### src/hdl/assert_macros.svh
// Assertion macros used by the top-level RTL file of the stochastic oscillator.
`ifndef ASSERT_MACROS_SVH
`define ASSERT_MACROS_SVH

// Condition that must hold at every clock edge outside reset.
`define MSO_ASSERT(label, clk, rst, cond) \
  label: assert property (@(posedge clk) disable iff (rst) (cond)) \
    else $error("mso assertion failed");

// Antecedent at one edge implies the consequent at the same edge.
`define MSO_ASSERT_IMP(label, clk, rst, ante, cons) \
  label: assert property (@(posedge clk) disable iff (rst) (ante) |-> (cons)) \
    else $error("mso implication failed");

`endif

### src/hdl/mso_pkg.sv
// Package of the stochastic oscillator: types, reset constants and saturation helpers.
package mso_pkg;

  localparam int MAX_WINDOW_DEF = 64;

  localparam logic [6:0]         WINDOW_RST     = 7'd20;
  localparam logic signed [31:0] HP_GAIN_RST    = 32'sd980805175;
  localparam logic signed [31:0] HP_FB1_RST     = 32'sd1957403128;
  localparam logic signed [31:0] HP_FB2_RST     = -32'sd892074371;
  localparam logic signed [31:0] SM_GAIN_RST    = 32'sd271784457;
  localparam logic signed [31:0] SM_FB1_RST     = 32'sd1243590601;
  localparam logic signed [31:0] SM_FB2_RST     = -32'sd441633234;

  // Configuration register indexes
  localparam logic [2:0] CFG_WINDOW  = 3'd0;
  localparam logic [2:0] CFG_HP_GAIN = 3'd1;
  localparam logic [2:0] CFG_HP_FB1  = 3'd2;
  localparam logic [2:0] CFG_HP_FB2  = 3'd3;
  localparam logic [2:0] CFG_SM_GAIN = 3'd4;
  localparam logic [2:0] CFG_SM_FB1  = 3'd5;
  localparam logic [2:0] CFG_SM_FB2  = 3'd6;

  localparam logic signed [63:0] S48_MAX_64 = 64'sh0000_7FFF_FFFF_FFFF;
  localparam logic signed [63:0] S48_MIN_64 = 64'shFFFF_8000_0000_0000;
  localparam logic signed [63:0] S32_MAX_64 = 64'sh0000_0000_7FFF_FFFF;
  localparam logic signed [63:0] S32_MIN_64 = 64'shFFFF_FFFF_8000_0000;

  localparam logic signed [47:0] S48_MAX = 48'sh7FFF_FFFF_FFFF;
  localparam logic signed [47:0] S48_MIN = 48'sh8000_0000_0000;

  // Request to the rounding multiplier
  typedef struct packed {
    logic               start;
    logic               half;   // divide by 2^31 instead of 2^30
    logic signed [31:0] coef;
    logic signed [63:0] x;
  } mul_req_t;

  typedef enum logic [7:0] {
    S_IDLE   = 8'b0000_0001,
    S_MSTART = 8'b0000_0010,
    S_MWAIT  = 8'b0000_0100,
    S_WIN    = 8'b0000_1000,
    S_SCAN   = 8'b0001_0000,
    S_DPREP  = 8'b0010_0000,
    S_DIV    = 8'b0100_0000,
    S_OUT    = 8'b1000_0000
  } state_t;

  typedef enum logic [3:0] {
    P_IDLE = 4'b0001,
    P_LO   = 4'b0010,
    P_HI   = 4'b0100,
    P_SUM  = 4'b1000
  } mul_phase_t;

  function automatic logic signed [47:0] sat48(input logic signed [63:0] v);
    logic signed [47:0] r;
    if (v > S48_MAX_64) r = S48_MAX;
    else if (v < S48_MIN_64) r = S48_MIN;
    else r = v[47:0];
    return r;
  endfunction

  function automatic logic signed [31:0] sat32(input logic signed [63:0] v);
    logic signed [31:0] r;
    if (v > S32_MAX_64) r = 32'sh7FFF_FFFF;
    else if (v < S32_MIN_64) r = 32'sh8000_0000;
    else r = v[31:0];
    return r;
  endfunction

endpackage

### src/hdl/mso_mul.sv
// Rounding multiplier: coef * x / 2^30 (or 2^31), half up, over two 32-bit partial products.
module mso_mul import mso_pkg::*; (
  input  logic               clk,
  input  logic               rst,
  input  mul_req_t           req,
  output logic               done,
  output logic signed [63:0] term
);

  mul_phase_t         ph;
  logic signed [31:0] c;
  logic signed [63:0] xv;
  logic               half;
  logic signed [64:0] plo;
  logic signed [64:0] phi;
  logic signed [32:0] b;
  logic signed [64:0] prod;
  logic signed [96:0] sum;
  logic signed [96:0] rnd;

  // One shared multiplier: low half unsigned, then high half signed
  always_comb begin
    b    = (ph == P_LO) ? $signed({1'b0, xv[31:0]}) : $signed({xv[63], xv[63:32]});
    prod = c * b;
    rnd  = half ? (97'sd1 <<< 30) : (97'sd1 <<< 29);
    sum  = $signed({phi, 32'b0}) + $signed({{32{plo[64]}}, plo}) + rnd;
  end

  // Phase control
  always_ff @(posedge clk) begin
    if (rst) begin
      ph   <= P_IDLE;
      done <= 1'b0;
    end else begin
      done <= 1'b0;
      case (ph)
        P_IDLE: if (req.start) ph <= P_LO;
        P_LO:   ph <= P_HI;
        P_HI:   ph <= P_SUM;
        P_SUM: begin
          ph   <= P_IDLE;
          done <= 1'b1;
        end
        default: ph <= P_IDLE;
      endcase
    end
  end

  // Operands and partial products
  always_ff @(posedge clk) begin
    if (ph == P_IDLE && req.start) begin
      c    <= req.coef;
      xv   <= req.x;
      half <= req.half;
    end
    if (ph == P_LO) plo <= prod;
    if (ph == P_HI) phi <= prod;
    if (ph == P_SUM) term <= half ? sum[94:31] : sum[93:30];
  end

endmodule

### config.mk
export PLATFORM = sky130hd
export DESIGN_NAME = mso_mul
export DESIGN_NICKNAME = d
export VERILOG_FILES = /design/src/hdl/assert_macros.svh /design/src/hdl/mso_pkg.sv /design/src/hdl/mso_mul.sv
export SDC_FILE = /design/constraint.sdc
export NUM_CORES = 2
export LEC_CHECK = 0
export BUFFER_PORTS_ARGS = -buffer_cell sky130_fd_sc_hd__buf_4
export CORE_UTILIZATION = 30
export CTS_BUF_LIST = sky130_fd_sc_hd__clkbuf_16
export DETAILED_ROUTE_END_ITERATION = 12
export SLEW_MARGIN = 20
export SYNTH_ARGS = -nofsm -noshare
export SYNTH_HDL_FRONTEND = slang
export SYNTH_SLANG_ARGS = --single-unit
### constraint.sdc
create_clock -name clk -period 12.25 [get_ports clk]
set_clock_uncertainty 0.1 [all_clocks]
set_input_delay 2.45 -clock clk [delete_from_list [all_inputs] [get_ports clk]]
set_output_delay 2.45 -clock clk [all_outputs]
set_load 0.005 [all_outputs]
==> out/metrics.cfg <==
[status]
status=finished, violations left
violations=design-rule violations

[floorplan]
rows=149
die_area_mm2=0.168
core_mm2=0.165
initial_utilization=0.303
dieWidth_um=410
die_h_um=410
pin_count=165

[synthesis]
postSynthCellCount=4955
yosys_warnings=0
synth-seq-cells=265
async_flop_share=0
syn_area_mm2=0.0500
synth_area_per_cell_um2=10.1
ys_types=88
synth_edf_count=260
seq_area_frac_synth=0.158
syn_nets=6417
synth_ff_type=edfxtp_1

[sta]
final.period_utilization=0.824
slew_viol_final=0
grt_setup_unrepaired=false
finalSetupViolCount=0
tns_ns=0
min_period_ns=10.09
hold_viol_final=0
worst_slew_pin_slew_ns=1.06
relSlewSlack=0.295
max_freq_mhz=99.1

[worst_setup_path]
path_class=reg -> reg
endpoint_kind=flop
crit_arrival_ns=10.37
crit_path_start_kind=flop
cp_max_fo=39
worstPathRequired_ns=12.52

[clocking]
ctsHoldBuffers=0
cts_buffers=36
htreeDepth=2
clock-sinks=265
clk_latency_ns=0.65
postCtsSetupBuffers=0
root_buffer=clkbuf_16
clk_pin_slew_worst_paths_ns=0.06
clk_path_buf_depth=3
cts_resized=0
cts_tree=built

[routing]
postRouteAntennaNets=0
drt-initial-drc-count=2312
wl_per_cell_um=19.8
post_drt_via_cell_ratio=4.79
drt-total-wl_um=142000
first_pass_iters=9
drc=17
vias=34457

[finish]
antenna_cells=0
regArea_mm2=0.00791
multi_input_area_mm2=0.0373
nets=6433
syn_to_final_growth_pct=9.35
final_cells=7187
nFillCells=16971
layout-drive-gt1-share=0.0744

[grt]
grt_pass1_wl_um=223000
grt_overflow_total=0
antenna_found_initial=1
grt.total_usage=0.172
grt_max_degree=66
grt_pass1_vias=37744

[placed_design]
io_buffers=164
dp_cells=7122
globalplace.congestion=0.905
hpwl_um=111000

[run]
drv_cap=0

[min_path]
hp-class=reg -> reg

[cell usage after synthesis (all sizes together), types with 11 or more instances]
cell,n,share of area
a211oi,18,0.0029
a21o,68,0.010
a21oi,153,0.015
a31oi,15,0.0019
and2,546,0.068
and3,17,0.0021
buf,12,0.0021
clkbuf,231,0.018
edfxtp,260,0.16
fa,1113,0.45
ha,249,0.062
inv,1003,0.075
mux2,49,0.011
mux2i,13,0.0026
nand2,624,0.047
nand2b,11,0.0014
nand3,26,0.0027
nand4,24,0.0031
nor2,103,0.0079
nor2b,15,0.0019
nor3,19,0.0019
o21ai,104,0.011
o21bai,21,0.0032
xnor2,79,0.014
xor2,53,0.0093
[layer usage]
metal,vias to the layer above,share of wire,global-route usage
met5,-,0.000091,0
met4,2,0.033,0.0541
met3,221,0.065,0.0283
met2,1118,0.49,0.296
met1,18049,0.41,0.220
li1,15067,-,-
[final cells by class]
class,instances,area share
Timing Repair Buffer,222,0.0305
Clock buffer,36,0.0165
Clock inverter,29,0.00648
Tap cell,2189,0.0501
Inverter,1004,0.0689
Sequential cell,265,0.145
Multi-Input combinational cell,3442,0.683
[final timing paths]
check             startpoint       to  slack (ns)  depth (start not counted)
setup / recovery       ph[1]  plo[58]        2.16                         25
hold / removal         ph[0]    ph[1]        0.54                          2
setup reg to reg       ph[1]  plo[58]        2.16                         25
hold reg to reg        ph[0]    ph[1]        0.54                          2
[cell usage in the layout, fill, tap and decap left out, types with 17 or more instances in the layout]
master,instances
o21bai_1,21
clkbuf_16,36
nor3_1,17
xor2_1,53
nand3_1,25
ha_1,249
nand4_1,23
buf_4,222
o21ai_0,93
edfxtp_1,260
xnor2_1,79
inv_1,1005
nor2_1,102
mux2_2,49
nand2_1,623
a21oi_1,151
fa_1,1113
a21o_1,68
and3_1,17
and2_1,545
[state kept, by name, summed over array words and instances (netlist names)]
register	cells
term	64
xv	64
phi	63
plo	36
c	32
ph	4
done	1
half	1
[metrics by stage]
stage	worst slack [ns]	util	hold WS, ns	area, um^2
2_1_floorplan	2.35	-	0.410	50000
3_3_place_gp	2.24	0.323	0.486	53400
6_report	2.16	0.331	0.543	54700
3_5_place_dp	2.15	0.323	0.535	53400
5_1_grt	1.55	0.331	0.564	54700
4_1_cts	2.09	0.331	0.539	54700
[cells by family (layout without fill, tap and decap cells)]
logic type               after synthesis  after routing  share of synthesized area
AND/OR/NAND/NOR                     1421           1421                      0.142
flip-flops                           265            265                      0.158
AO/OA/AOI/OAI                        465            465                     0.0600
XOR/XNOR                             132            132                     0.0231
buffers and inverters               1248           1291                     0.0956
multiplexers                          62             62                     0.0136
adder cells (fa/ha/maj)             1362           1362                      0.508
[worst max-delay path: stages, from the launching register on]
cell and delay [ns]:
dfxtp_1 0.52, nor4b_4 0.28, buf_4 0.38, buf_4 0.52
mux2_2 0.87, nand2_1 0.19, fa_1 0.54, fa_1 0.53
fa_1 0.51, fa_1 0.51, inv_1 0.05, fa_1 0.59
fa_1 0.44, fa_1 0.51, fa_1 0.45, ha_1 0.40
nand2_1 0.16, o21a_1 0.24, or2_2 0.31, a211oi_1 0.34
and3_1 0.22, a311o_1 0.17, o21ai_1 0.11, a21oi_2 0.35
a2111oi_0 0.17, a311o_1 0.31
Power is left out: the tool's default activity adds up to more than one toggle a clock period on the data nets, which glitch-free logic cannot reach.
